<file path="src/srct_pkg.sv">
`timescale 1ns / 1ps
// Shared types and constants for the station retry counter table.
// Used by every module of the block; depends on nothing.
package srct_pkg;

  // Event codes carried on the mode field. Code 7 is unused and acts as a query.
  localparam logic [2:0] MODE_QUERY       = 3'd0;
  localparam logic [2:0] MODE_RTS_FAIL    = 3'd1;
  localparam logic [2:0] MODE_DATA_FAIL   = 3'd2;
  localparam logic [2:0] MODE_RTS_OK      = 3'd3;
  localparam logic [2:0] MODE_DATA_OK     = 3'd4;
  localparam logic [2:0] MODE_FINAL_RTS   = 3'd5;
  localparam logic [2:0] MODE_FINAL_DATA  = 3'd6;

  // Configuration register indexes.
  localparam logic REG_SHORT_LIMIT = 1'b0;
  localparam logic REG_LONG_LIMIT  = 1'b1;

  // Reset value of both retry limits.
  localparam logic [7:0] RESET_RETRY_LIMIT = 8'd7;

  // Largest value of a retry counter.
  localparam logic [7:0] COUNT_MAX = 8'hFF;

  // One table entry as stored in memory.
  typedef struct packed {
    logic [47:0] address;
    logic [3:0]  traffic_id;
    logic [7:0]  short_count;
    logic [7:0]  long_count;
  } srct_entry_t;

  // One result beat.
  typedef struct packed {
    logic [7:0] short_retry_count;
    logic [7:0] long_retry_count;
    logic [7:0] cleared_count;
    logic       rts_retry_allowed;
    logic       data_retry_allowed;
    logic       entry_created;
    logic       table_full;
  } srct_result_t;

endpackage

</file>
<file path="src/srct_store.sv">
`timescale 1ns / 1ps
// Entry memory of the station table: one write port, one read port, registered read.
// Depends on srct_pkg for the entry type.
module srct_store #(
  parameter int Depth = 16,
  parameter int IdxW  = 4
) (
  input  logic                 clk_i,
  input  logic                 rd_en_i,
  input  logic [IdxW-1:0]      rd_idx_i,
  output srct_pkg::srct_entry_t rd_data_o,
  input  logic                 wr_en_i,
  input  logic [IdxW-1:0]      wr_idx_i,
  input  srct_pkg::srct_entry_t wr_data_i
);
  import srct_pkg::*;

  srct_entry_t mem_q [Depth];
  srct_entry_t rd_data_q;

  // Write port.
  always_ff @(posedge clk_i) begin
    if (wr_en_i) begin
      mem_q[wr_idx_i] <= wr_data_i;
    end
  end

  // Read port, registered.
  always_ff @(posedge clk_i) begin
    if (rd_en_i) begin
      rd_data_q <= mem_q[rd_idx_i];
    end
  end

  assign rd_data_o = rd_data_q;

endmodule

</file>
<file path="src/srct_outreg.sv">
`timescale 1ns / 1ps
// Output holding register for result beats, with valid and stall toward the sink.
// Depends on srct_pkg for the result type.
module srct_outreg (
  input  logic                  clk_i,
  input  logic                  rst_ni,
  input  logic                  push_i,
  input  srct_pkg::srct_result_t push_data_i,
  output logic                  ready_o,
  output logic                  out_valid_o,
  input  logic                  out_stall_i,
  output srct_pkg::srct_result_t out_data_o
);
  import srct_pkg::*;

  logic         valid_q;
  srct_result_t data_q;

  // The register can take a new beat when empty or when its beat leaves now.
  assign ready_o = !valid_q || !out_stall_i;

  // Valid flag.
  always_ff @(posedge clk_i or negedge rst_ni) begin
    if (!rst_ni) begin
      valid_q <= 1'b0;
    end else if (push_i) begin
      valid_q <= 1'b1;
    end else if (!out_stall_i) begin
      valid_q <= 1'b0;
    end
  end

  // Payload.
  always_ff @(posedge clk_i) begin
    if (push_i) begin
      data_q <= push_data_i;
    end
  end

  assign out_valid_o = valid_q;
  assign out_data_o  = data_q;

`ifndef ASSERT_OFF
  // A beat is only loaded when the register has room for it.
  assert property (@(posedge clk_i) disable iff (!rst_ni) push_i |-> ready_o)
    else $error("outreg: push while full");
  // A loaded beat is visible in the next cycle.
  assert property (@(posedge clk_i) disable iff (!rst_ni) push_i |=> out_valid_o)
    else $error("outreg: pushed beat not shown");
  // A beat that is still waiting keeps its payload.
  assert property (@(posedge clk_i) disable iff (!rst_ni)
    (valid_q && out_stall_i) |=> $stable(data_q))
    else $error("outreg: waiting beat changed");
`endif

endmodule

</file>
<file path="src/srct_ctrl.sv">
`timescale 1ns / 1ps
// Lookup sequencer: scans valid entries through the memory read port, creates missing
// entries if there is room, updates the counters, writes them back. Depends on srct_pkg.
module srct_ctrl #(
  parameter int Depth = 16,
  parameter int IdxW  = 4,
  parameter int CntW  = 5
) (
  input  logic                   clk_i,
  input  logic                   rst_ni,
  // Input channel
  input  logic                   in_valid_i,
  output logic                   in_stall_o,
  input  logic [2:0]             mode_i,
  input  logic [47:0]            station_address_i,
  input  logic [3:0]             traffic_id_i,
  // Retry limits
  input  logic [7:0]             short_limit_i,
  input  logic [7:0]             long_limit_i,
  // Memory ports
  output logic                   rd_en_o,
  output logic [IdxW-1:0]        rd_idx_o,
  input  srct_pkg::srct_entry_t  rd_data_i,
  output logic                   wr_en_o,
  output logic [IdxW-1:0]        wr_idx_o,
  output srct_pkg::srct_entry_t  wr_data_o,
  // Result toward the output register
  output logic                   push_o,
  output srct_pkg::srct_result_t push_data_o,
  input  logic                   push_ready_i
);
  import srct_pkg::*;

  typedef enum logic [1:0] {
    S_IDLE,
    S_SCAN,
    S_UPD
  } state_e;

  localparam logic [CntW-1:0] FullCount = CntW'(Depth);

  state_e          state_q;
  logic [CntW-1:0] fill_q;
  logic [2:0]      mode_q;
  logic [47:0]     addr_q;
  logic [3:0]      tid_q;
  logic            issue_q;
  logic            pend_q;
  logic [IdxW-1:0] rd_idx_q;
  logic [IdxW-1:0] pend_idx_q;
  logic [IdxW-1:0] slot_q;
  srct_entry_t     ent_q;
  logic            created_q;
  logic            full_q;

  logic            in_accept;
  logic            hit;
  logic            last_issue;
  logic            miss;
  logic [7:0]      new_short;
  logic [7:0]      new_long;
  logic [7:0]      cleared;
  srct_entry_t     upd_entry;

  assign in_stall_o = (state_q != S_IDLE);
  assign in_accept  = in_valid_i && !in_stall_o;

  // Key compare on the entry read in the previous cycle.
  assign hit = pend_q && (rd_data_i.address == addr_q) && (rd_data_i.traffic_id == tid_q);
  assign last_issue = (CntW'(rd_idx_q) == (fill_q - 1'b1));
  assign miss = !issue_q && !hit;

  // Read one entry per cycle while the scan runs.
  assign rd_en_o  = (state_q == S_SCAN) && issue_q;
  assign rd_idx_o = rd_idx_q;

  // Counter update for the event.
  always_comb begin
    new_short = ent_q.short_count;
    new_long  = ent_q.long_count;
    cleared   = 8'd0;
    unique case (mode_q)
      MODE_RTS_FAIL: begin
        if (ent_q.short_count != COUNT_MAX) new_short = ent_q.short_count + 8'd1;
      end
      MODE_DATA_FAIL: begin
        if (ent_q.long_count != COUNT_MAX) new_long = ent_q.long_count + 8'd1;
      end
      MODE_RTS_OK: begin
        cleared   = ent_q.short_count;
        new_short = 8'd0;
      end
      MODE_DATA_OK: begin
        cleared  = ent_q.long_count;
        new_long = 8'd0;
      end
      MODE_FINAL_RTS:  new_short = 8'd0;
      MODE_FINAL_DATA: new_long  = 8'd0;
      default: ;
    endcase
  end

  always_comb begin
    upd_entry             = ent_q;
    upd_entry.short_count = new_short;
    upd_entry.long_count  = new_long;
  end

  // Write back and hand over the result once the output register has room.
  assign push_o    = (state_q == S_UPD) && push_ready_i;
  assign wr_en_o   = push_o && !full_q;
  assign wr_idx_o  = slot_q;
  assign wr_data_o = upd_entry;

  always_comb begin
    if (full_q) begin
      push_data_o            = '0;
      push_data_o.table_full = 1'b1;
    end else begin
      push_data_o.short_retry_count  = new_short;
      push_data_o.long_retry_count   = new_long;
      push_data_o.cleared_count      = cleared;
      push_data_o.rts_retry_allowed  = (new_short < short_limit_i);
      push_data_o.data_retry_allowed = (new_long < long_limit_i);
      push_data_o.entry_created      = created_q;
      push_data_o.table_full         = 1'b0;
    end
  end

  // Sequencer state.
  always_ff @(posedge clk_i or negedge rst_ni) begin
    if (!rst_ni) begin
      state_q <= S_IDLE;
      fill_q  <= '0;
      issue_q <= 1'b0;
      pend_q  <= 1'b0;
    end else begin
      unique case (state_q)
        S_IDLE: begin
          if (in_accept) begin
            state_q <= S_SCAN;
            issue_q <= (fill_q != '0);
            pend_q  <= 1'b0;
          end
        end
        S_SCAN: begin
          if (hit || miss) begin
            state_q <= S_UPD;
            issue_q <= 1'b0;
            pend_q  <= 1'b0;
            if (!hit && (fill_q != FullCount)) begin
              fill_q <= fill_q + 1'b1;
            end
          end else begin
            pend_q <= issue_q;
            if (issue_q && last_issue) begin
              issue_q <= 1'b0;
            end
          end
        end
        S_UPD: begin
          if (push_ready_i) begin
            state_q <= S_IDLE;
          end
        end
        default: state_q <= S_IDLE;
      endcase
    end
  end

  // Item and scan payload.
  always_ff @(posedge clk_i) begin
    if (in_accept) begin
      mode_q   <= mode_i;
      addr_q   <= station_address_i;
      tid_q    <= traffic_id_i;
      rd_idx_q <= '0;
    end
    if (state_q == S_SCAN) begin
      pend_idx_q <= rd_idx_q;
      if (issue_q && !last_issue) begin
        rd_idx_q <= rd_idx_q + 1'b1;
      end
      if (hit) begin
        slot_q    <= pend_idx_q;
        ent_q     <= rd_data_i;
        created_q <= 1'b0;
        full_q    <= 1'b0;
      end else if (miss) begin
        slot_q                 <= IdxW'(fill_q);
        ent_q.address          <= addr_q;
        ent_q.traffic_id       <= tid_q;
        ent_q.short_count      <= 8'd0;
        ent_q.long_count       <= 8'd0;
        created_q              <= (fill_q != FullCount);
        full_q                 <= (fill_q == FullCount);
      end
    end
  end

`ifndef ASSERT_OFF
  // The fill count never passes the table depth.
  assert property (@(posedge clk_i) disable iff (!rst_ni) fill_q <= FullCount)
    else $error("ctrl: fill count overflow");
  // Only entries that were written are ever read.
  assert property (@(posedge clk_i) disable iff (!rst_ni) rd_en_o |-> (CntW'(rd_idx_q) < fill_q))
    else $error("ctrl: read of an unfilled entry");
  // The memory is written only at the end of an update.
  assert property (@(posedge clk_i) disable iff (!rst_ni) wr_en_o |-> (state_q == S_UPD))
    else $error("ctrl: write outside update");
  // An accepted beat always starts a scan.
  assert property (@(posedge clk_i) disable iff (!rst_ni) in_accept |=> (state_q == S_SCAN))
    else $error("ctrl: accepted beat did not start a scan");
  // A table full result never comes with a created entry.
  assert property (@(posedge clk_i) disable iff (!rst_ni)
    push_o |-> !(push_data_o.table_full && push_data_o.entry_created))
    else $error("ctrl: full and created together");
`endif

endmodule

</file>
<file path="src/station_retry_counter_table_core.sv">
`timescale 1ns / 1ps
// Station retry counter table, top level. A beat that hits entry k shows its result once
// the scan has read entry k; a miss shows it once all filled entries are read, as the
// scan reads one entry per cycle. A new beat is taken the cycle after the result enters
// the output register, so a beat is not taken while an earlier one is still in work.
// Reset empties the table (fill count zero, no memory clearing) and sets both retry
// limits to 7.
module station_retry_counter_table_core #(
  parameter int STATION_ENTRIES = 16
) (
  input  logic        clk_i,
  input  logic        rst_ni,
  // Configuration port
  input  logic        cfg_we_i,
  input  logic        cfg_index_i,
  input  logic [7:0]  cfg_wdata_i,
  // Input channel
  input  logic        in_valid_i,
  output logic        in_stall_o,
  input  logic [2:0]  mode_i,
  input  logic [47:0] station_address_i,
  input  logic [3:0]  traffic_id_i,
  // Output channel
  output logic        out_valid_o,
  input  logic        out_stall_i,
  output logic [7:0]  short_retry_count_o,
  output logic [7:0]  long_retry_count_o,
  output logic [7:0]  cleared_count_o,
  output logic        rts_retry_allowed_o,
  output logic        data_retry_allowed_o,
  output logic        entry_created_o,
  output logic        table_full_o
);
  import srct_pkg::*;

  localparam int IdxW = (STATION_ENTRIES > 1) ? $clog2(STATION_ENTRIES) : 1;
  localparam int CntW = $clog2(STATION_ENTRIES + 1);

  logic [7:0]      short_limit_q;
  logic [7:0]      long_limit_q;
  logic            rd_en;
  logic [IdxW-1:0] rd_idx;
  srct_entry_t     rd_data;
  logic            wr_en;
  logic [IdxW-1:0] wr_idx;
  srct_entry_t     wr_data;
  logic            push;
  logic            push_ready;
  srct_result_t    push_data;
  srct_result_t    out_data;

  // Retry limit registers.
  always_ff @(posedge clk_i or negedge rst_ni) begin
    if (!rst_ni) begin
      short_limit_q <= RESET_RETRY_LIMIT;
      long_limit_q  <= RESET_RETRY_LIMIT;
    end else if (cfg_we_i) begin
      unique case (cfg_index_i)
        REG_SHORT_LIMIT: short_limit_q <= cfg_wdata_i;
        REG_LONG_LIMIT:  long_limit_q  <= cfg_wdata_i;
        default: ;
      endcase
    end
  end

  srct_store #(
    .Depth (STATION_ENTRIES),
    .IdxW  (IdxW)
  ) u_store (
    .clk_i     (clk_i),
    .rd_en_i   (rd_en),
    .rd_idx_i  (rd_idx),
    .rd_data_o (rd_data),
    .wr_en_i   (wr_en),
    .wr_idx_i  (wr_idx),
    .wr_data_i (wr_data)
  );

  srct_ctrl #(
    .Depth (STATION_ENTRIES),
    .IdxW  (IdxW),
    .CntW  (CntW)
  ) u_ctrl (
    .clk_i             (clk_i),
    .rst_ni            (rst_ni),
    .in_valid_i        (in_valid_i),
    .in_stall_o        (in_stall_o),
    .mode_i            (mode_i),
    .station_address_i (station_address_i),
    .traffic_id_i      (traffic_id_i),
    .short_limit_i     (short_limit_q),
    .long_limit_i      (long_limit_q),
    .rd_en_o           (rd_en),
    .rd_idx_o          (rd_idx),
    .rd_data_i         (rd_data),
    .wr_en_o           (wr_en),
    .wr_idx_o          (wr_idx),
    .wr_data_o         (wr_data),
    .push_o            (push),
    .push_data_o       (push_data),
    .push_ready_i      (push_ready)
  );

  srct_outreg u_outreg (
    .clk_i       (clk_i),
    .rst_ni      (rst_ni),
    .push_i      (push),
    .push_data_i (push_data),
    .ready_o     (push_ready),
    .out_valid_o (out_valid_o),
    .out_stall_i (out_stall_i),
    .out_data_o  (out_data)
  );

  assign short_retry_count_o  = out_data.short_retry_count;
  assign long_retry_count_o   = out_data.long_retry_count;
  assign cleared_count_o      = out_data.cleared_count;
  assign rts_retry_allowed_o  = out_data.rts_retry_allowed;
  assign data_retry_allowed_o = out_data.data_retry_allowed;
  assign entry_created_o      = out_data.entry_created;
  assign table_full_o         = out_data.table_full;

endmodule
</file>
<file path="config.mk">
export PLATFORM = sky130hd
export DESIGN_NAME = station_retry_counter_table_core
export DESIGN_NICKNAME = d
export VERILOG_FILES = /design/src/srct_pkg.sv /design/src/srct_store.sv /design/src/srct_outreg.sv /design/src/srct_ctrl.sv /design/src/station_retry_counter_table_core.sv
export SDC_FILE = /design/constraint.sdc
export NUM_CORES = 1
export LEC_CHECK = 0
export BUFFER_PORTS_ARGS = -buffer_cell sky130_fd_sc_hd__buf_2
export CAP_MARGIN = 40
export CORE_AREA = 2 2 324 326
export CTS_CLUSTER_DIAMETER = 60
export CTS_CLUSTER_SIZE = 28
export DETAILED_ROUTE_END_ITERATION = 6
export DIE_AREA = 0 0 326 328
export MAX_ROUTING_LAYER = met4
export PLACE_DENSITY = 0.65
export SLEW_MARGIN = 0
export SYNTH_ARGS = -nofsm -noshare
export SYNTH_HDL_FRONTEND = slang
export SYNTH_HIERARCHICAL = 1
export SYNTH_SLANG_ARGS = --single-unit
</file>
<file path="constraint.sdc">
create_clock -name clk_i -period 10.5 [get_ports clk_i]
set_clock_uncertainty 0.05 [all_clocks]
set_input_delay 0 -clock clk_i [delete_from_list [all_inputs] [get_ports clk_i]]
set_output_delay 0 -clock clk_i [all_outputs]
set_load 0.01 [all_outputs]
</file>
==> reports/results.ini, run 1 <==
[run_status]
status = finished clean

[job]
maxCapViolations = 0

[drt]
wl_met2_um = 56800
top_layer_used = met4
firstDrtPassIters = 6
drt_first_iter_violations = 2739
wl_met1_um = 47100
wire_per_inst_um = 28.4
drt-total-wl_um = 115000
detail_route.vias_per_cell = 6.00
ant_nets = 0
vias = 24200
route.met3.wl_um = 8110
drcViolationCount = 0

[min_path]
min_to = u_ctrl/addr_q[10]
hold_depth = 2
worstHoldStart = station_address_i[10]
hold_class = primary input to flop

[worst_setup_path]
cp_cell_sequence = xnor2_1 -> o221ai_1 -> nor4_1 -> nand4_1 -> nor4_4 -> buf_4 -> nor2_2 -> nor2_4 -> buf_4 -> buf_16
slowest_stage = buf_4
critPathLaunchType = flop
arrival_ns = 4.96
regToRegStartpoint = u_ctrl/addr_q[5]
cp_common_cell = buf_4
critPathRequiredTime_ns = 10.80
worst_path_largest_cell_delay_ns = 0.53
critPathCaptureType = flop
regToRegSetupSlack_ns = 5.85
path_delay_family = simple AND/OR/NAND/NOR gates
cp_max_fo = 33
critPathBufInv = 3
path_class = flop to flop
timing.rr.end = u_ctrl/wr_data_o[52]
r2r_cells = 10

[pwr]
ir_worst_vdd_mv = 0.156
p_sw_uw = 3670
seq_power_share = 0.537
intPower_uw = 9500
p_per_area_mw_per_mm2 = 227
pwr-share-comb = 0.178
power_frac_clock = 0.285
leakagePower_uw = 0.0183
swShare = 0.279

[timing]
finalCriticalPeriod_ns = 4.65
setup_tns_ns = 0
fmax_mhz = 215
finalMaxSlewViolations = 0
setup_viol = 0
fin_crit_sh = 0.443
worst-slew-pin-transition_ns = 1.06
hold_ws_ns = 0.0165
rsz0062_at_grt = false
slew_headroom = 0.293
finalHoldViolCount = 0

[logic_synthesis]
syn_avg_cell_area_sq_um = 21.3
seq_area_frac_synth = 0.785
ys.warnings.count = 6
syn_area_sq_mm = 0.0513
ys_ff_latch = 1347
synth_area_leaders = edfxtp_1 (77%), mux4_2 (12%), a22oi_1 (2.1%), dfrtp_1 (0.97%), buf_4 (0.91%)
ys_dominant_reg_cell = edfxtp_1
yosysUniqueCellTypes = 58
synthArstFlopShare = 0.0193
yosysTopAreaCell = edfxtp_1
syn_inst = 2416
yosysTopAreaCellShare = 0.770
synthesis.nets = 2505
synth_edf_count = 1317

[clocking]
insertion_delay_ns = 0.69
clkTransAtPathRegs_ns = 0.10
clkSinkCount = 1347
tritoncts = done
tritoncts.num_buffers = 84
clockBufferDepth = 3
cts_root_buf = clkbuf_16
cts_max_level = 3

[floorplanning]
start_util = 0.498
die_h_um = 328
die_w_um = 326
row_count = 118
coreArea_sq_mm = 0.103
dieArea_sq_mm = 0.107
design.portCount = 99

[final_layout]
drive_gt1_frac = 0.254
final_core_util = 0.561
nNetsFinal = 2672
area_growth_pct = 12.8

[global_route]
grt_pass1_wl_um = 167000
grt_max_degree = 160
grt_antenna_before_repair = 3
overflow = 0
track_usage = 0.222
first_global_vias = 24900

[place]
dpl.hpwl_um = 61200
routabilityCongestion = 0.798
numPortBuffers = 98

area by class of cell:
cell class / count / area (sq um)
Sequential cell: 1347 / 40300
Clock buffer: 89 / 2180
Fill cell: 7465 / 45300
Timing Repair Buffer: 290 / 2590
Antenna cell: 2 / 5.00
Clock inverter: 65 / 941
Inverter: 40 / 151
Multi-Input combinational cell: 820 / 10000
Tap cell: 1380 / 1730
worst reg2reg max path: stages (launching register included):
cell and delay [ns]:
edfxtp_1 0.46, xnor2_1 0.43, o221ai_1 0.40, nor4_1 0.52, nand4_1 0.31, nor4_4 0.34, buf_4 0.35, nor2_2 0.13
nor2_4 0.44, buf_4 0.53, buf_16 0.31
routing by layer:
metal / track usage / up-vias
met5: - / -
met4: 0.0522 / 0
met3: 0.0366 / 171
met2: 0.358 / 927
met1: 0.301 / 12900
li1: - / 10200
cell usage after synthesis, drive strengths merged, types with 4 or more instances:
cell	count
a31oi	6
nor2	47
dfrtp	20
o21ai	20
nand2b	5
a22oi	146
buf	97
mux4	272
o2bb2ai	4
nand3	11
dfxtp	4
xor2	25
ha	20
nor2b	16
and3	7
nand4	13
nor3	15
dfstp	6
nand2	90
inv	40
xnor2	30
a21oi	6
and2	18
edfxtp	1317
mux2	19
clkbuf	112
nor4	11
mux2i	5
logic make-up (layout without fill, tap and decap cells):
group | after synthesis | count (layout) | synth area share
XOR/XNOR | 55 | 55 | 0.00938
flip-flops | 1347 | 1347 | 0.785
multiplexers | 296 | 296 | 0.125
AO/OA/AOI/OAI | 204 | 204 | 0.0289
adder cells (fa/ha/maj) | 20 | 20 | 0.00487
other | 0 | 2 | 0
AND/OR/NAND/NOR | 245 | 245 | 0.0234
buffers and inverters | 249 | 484 | 0.0237
through the flow:
stage	setup slack, ns	total power, uW	cells	area, sq um
3_3_place_gp	5.72	9350	3740	53100
4_1_cts	5.68	13300	4027	57900
3_5_place_dp	5.86	9530	3768	53700
5_1_grt	5.69	13700	4033	57900
6_report	5.85	13200	4033	57900
2_1_floorplan	3.65	8790	2416	51300
power by group through the flow:
stage	combinational, uW	clock (uW)	sequential (uW)
CTS	2370	3820	7080
detailed placement	2330	0	7200
finish	2340	3750	7080
global placement	2130	0	7220
floorplan	1850	0	6950
global route	2540	4010	7140
timing repair:
action / 4_1_cts / 5_1_grt
hold buffers: 105 / 1
resized for setup: 0 / 0
setup buffers: 0 / 0
hold endpoints to repair: 109 / 1
state kept, by name, indices dropped and copies added (netlist names):
| name | cells |
|---|---|
| u_ctrl/state_q | 2 |
| u_ctrl/full_q | 1 |
| u_ctrl/wr_idx_o | 4 |
| u_ctrl/pend_idx_q | 4 |
| u_ctrl/ent_q | 16 |
| u_store/rd_data_o | 68 |
| u_ctrl/pend_q | 1 |
| u_ctrl/fill_q | 5 |
| u_ctrl/wr_data_o | 52 |
| u_ctrl/mode_q | 3 |
| long_limit_q | 8 |
| u_outreg/out_valid_o | 1 |
| u_ctrl/created_q | 1 |
| u_store/mem_q | 1088 |
| u_outreg/out_data_o | 28 |
| u_ctrl/rd_idx_o | 4 |
| short_limit_q | 8 |
| u_ctrl/issue_q | 1 |
| u_ctrl/tid_q | 4 |
| u_ctrl/addr_q | 48 |
worst max path at each step:
stage,from,cells past startpoint,to
after floorplan,u_ctrl/full_q,5,u_store/mem_q[0][0]
after global placement,u_ctrl/addr_q[5],9,u_ctrl/wr_data_o[38]
after detailed placement,u_ctrl/addr_q[5],10,u_ctrl/wr_data_o[38]
after CTS,u_ctrl/addr_q[5],10,u_ctrl/wr_data_o[52]
after global routing,u_ctrl/addr_q[5],10,u_ctrl/wr_data_o[61]
final,u_ctrl/addr_q[5],10,u_ctrl/wr_data_o[52]
layout by cell type (no fill, tap or decap), types with 25 or more instances in the layout:
master and count:
nor2_1 30, edfxtp_1 1317, xnor2_1 30, buf_4 64, buf_2 98, nand2_1 89
xor2_1 25, inv_1 39, dlygate4sd3_1 105, clkbuf_16 87, a22oi_1 146, mux4_2 272
Note: power is estimated with default switching activity, not from simulation.
==> inputs of run 2 (changes only) <==
- clock period: 10.5 -> 4.7 ns (I/O delays scaled with it)
==> reports/results.ini, run 2 (synthesis results as in run 1) <==
[run_status]
status = finished clean

[timing]
worst-slew-pin-transition_ns = 0.942  ; -0.118 ns
slew_headroom = 0.370  ; +0.0766
fmax_mhz = 283  ; +32%
finalHoldViolCount = 0  ; unchanged
finalMaxSlewViolations = 0  ; unchanged
rsz0062_at_grt = false
finalCriticalPeriod_ns = 3.54  ; -1.12 ns
setup_viol = 0  ; unchanged
fin_crit_sh = 0.753  ; +0.309
hold_ws_ns = 0.0330  ; +0.0164 ns

[drt]
drt_first_iter_violations = 3082  ; +13%
wire_per_inst_um = 28.1  ; -1.0%
firstDrtPassIters = 6  ; unchanged
ant_nets = 0  ; unchanged
vias = 24400  ; +0.77%
detail_route.vias_per_cell = 6.03  ; +0.57%
drt-total-wl_um = 114000  ; -0.82%
drcViolationCount = 0  ; unchanged

[place]
dpl.hpwl_um = 63400  ; +3.6%
dpl_cell_area_sq_mm = 0.0539  ; +0.34%
numPortBuffers = 98  ; unchanged
routabilityCongestion = 0.819  ; +2.6%
place_inst = 3775  ; +0.19%

[job]
maxCapViolations = 0  ; unchanged

[final_layout]
drive_gt1_frac = 0.258  ; +0.00355
n_antenna_cell = 0  ; -2
area_growth_pct = 13.3
largest-register = u_store/mem_q
largest_reg_flops = 1088  ; unchanged
nNetsFinal = 2675  ; +0.11%
fin_area_sq_mm = 0.0582  ; +0.46%
final_common_cell = edfxtp_1
fin_cells = 4041  ; +0.20%
mostFrequentLayoutCells = edfxtp_1 (1,317), mux4_2 (272), a22oi_1 (146)

[pwr]
swShare = 0.278  ; -0.00130
ir_worst_vdd_mv = 0.314  ; +100%
power_frac_clock = 0.293  ; +0.008
p_sw_uw = 8290  ; +130%
intPower_uw = 21600  ; +130%
leakagePower_uw = 0.0184  ; +0.64%
seq_power_share = 0.530  ; -0.007
p_per_area_mw_per_mm2 = 514  ; +130%
pwr-share-comb = 0.177  ; about the same

[worst_setup_path]
critPathLaunchType = flop
path_class = flop to flop
arrival_ns = 4.00  ; -0.96 ns
critPathCaptureType = flop
cp_max_fo = 17  ; -48%
critPathRequiredTime_ns = 5.16  ; -5.64 ns

[floorplanning]
die_h_um = 328  ; unchanged
die_w_um = 326  ; unchanged
coreArea_sq_mm = 0.103  ; unchanged
dieArea_sq_mm = 0.107  ; unchanged
design.portCount = 99  ; unchanged
start_util = 0.498  ; unchanged
row_count = 118  ; unchanged

[global_route]
grt_max_degree = 69  ; -57%
overflow = 0  ; unchanged
grt-busiest-layer = met2
grt_use_met1 = 0.312  ; +0.0112
grtUsageMet3 = 0.0293  ; -0.00725
first_global_vias = 25100  ; +0.85%
use_met2 = 0.350  ; -0.00771
grt_antenna_before_repair = 0  ; -3
grt_pass1_wl_um = 168000  ; +0.60%
track_usage = 0.221  ; -0.00106

[clocking]
clockBufferDepth = 3  ; unchanged
cts_root_buf = clkbuf_16
tritoncts.num_buffers = 91  ; +8.3%
clkSinkCount = 1347  ; unchanged
clkTransAtPathRegs_ns = 0.09  ; about the same
insertion_delay_ns = 0.69  ; about the same
tritoncts = done
cts_max_level = 3  ; unchanged
cts_setup_buffers = 0  ; unchanged

[min_path]
hold_class = primary input to flop

==> run 2: path summary, 6_finish.rpt <==
path | startpoint | endpoint | slack (ns) | cells past startpoint
max | u_ctrl/mode_q[0] | u_outreg/out_data_o[2] | 1.16 | 10
min | station_address_i[20] | u_ctrl/addr_q[20] | 0.03 | 2
max reg2reg | u_ctrl/mode_q[0] | u_outreg/out_data_o[2] | 1.16 | 10
min reg2reg | u_ctrl/addr_q[41] | u_ctrl/wr_data_o[61] | 0.42 | 0
max in group asynchronous | rst_ni | u_ctrl/fill_q[4] | 3.24 | 5
min in group asynchronous | rst_ni | long_limit_q[2] | 0.40 | 3
==> run 2: layout make-up <==
| cell class | count | area (sq um) |
|---|---|---|
| Fill cell | 7424 | 45000 |
| Sequential cell | 1347 | 40300 |
| Multi-Input combinational cell | 820 | 10000 |
| Timing Repair Buffer | 286 | 2660 |
| Clock buffer | 96 | 2320 |
| Tap cell | 1380 | 1730 |
| Clock inverter | 72 | 995 |
| Inverter | 40 | 151 |
==> run 2: power groups by stage <==
stage                     clock network [uW]  logic (uW)  registers, uW
after CTS                               8930        5380          15800
after global routing                    9370        5710          16000
final                                   8760        5300          15800
after global placement                     0        5040          16100
after detailed placement                   0        5300          16100
after floorplan                            0        4130          15500
==> run 2: per-stage QoR <==
stage	worst slack (ns)	total power [uW]	util	TNS, ns
after global placement	1.26	21200	0.520	0
after detailed placement	1.16	21400	0.522	0
after global routing	0.768	31000	0.564	0
after floorplan	-0.328	19600	-	-70.32
final	1.16	29900	0.564	0
after CTS	1.15	30100	0.564	0
==> run 2: timing repair <==
item | CTS | global route
endpoints found under the hold margin | 106 | 0
setup endpoints to repair | 0 | 0
gates resized for setup | 0 | 0
hold buffers | 97 | 0
==> run 2: critical path, stage by stage (launching register included) <==
cell      delay, ns
edfxtp_1       0.57
nor2b_1        0.18
buf_4          0.20
nor2_1         0.06
a31oi_1        0.37
mux2i_1        0.18
nor2_1         0.74
ha_1           0.37
and3_1         0.18
a221o_1        0.29
a31oi_1        0.18
==> run 2: per-layer routing <==
metal,part of all wire,vias up
met4,0.019,0
met1,0.42,13100
met2,0.49,999
met5,0,-
li1,-,10200
met3,0.068,135
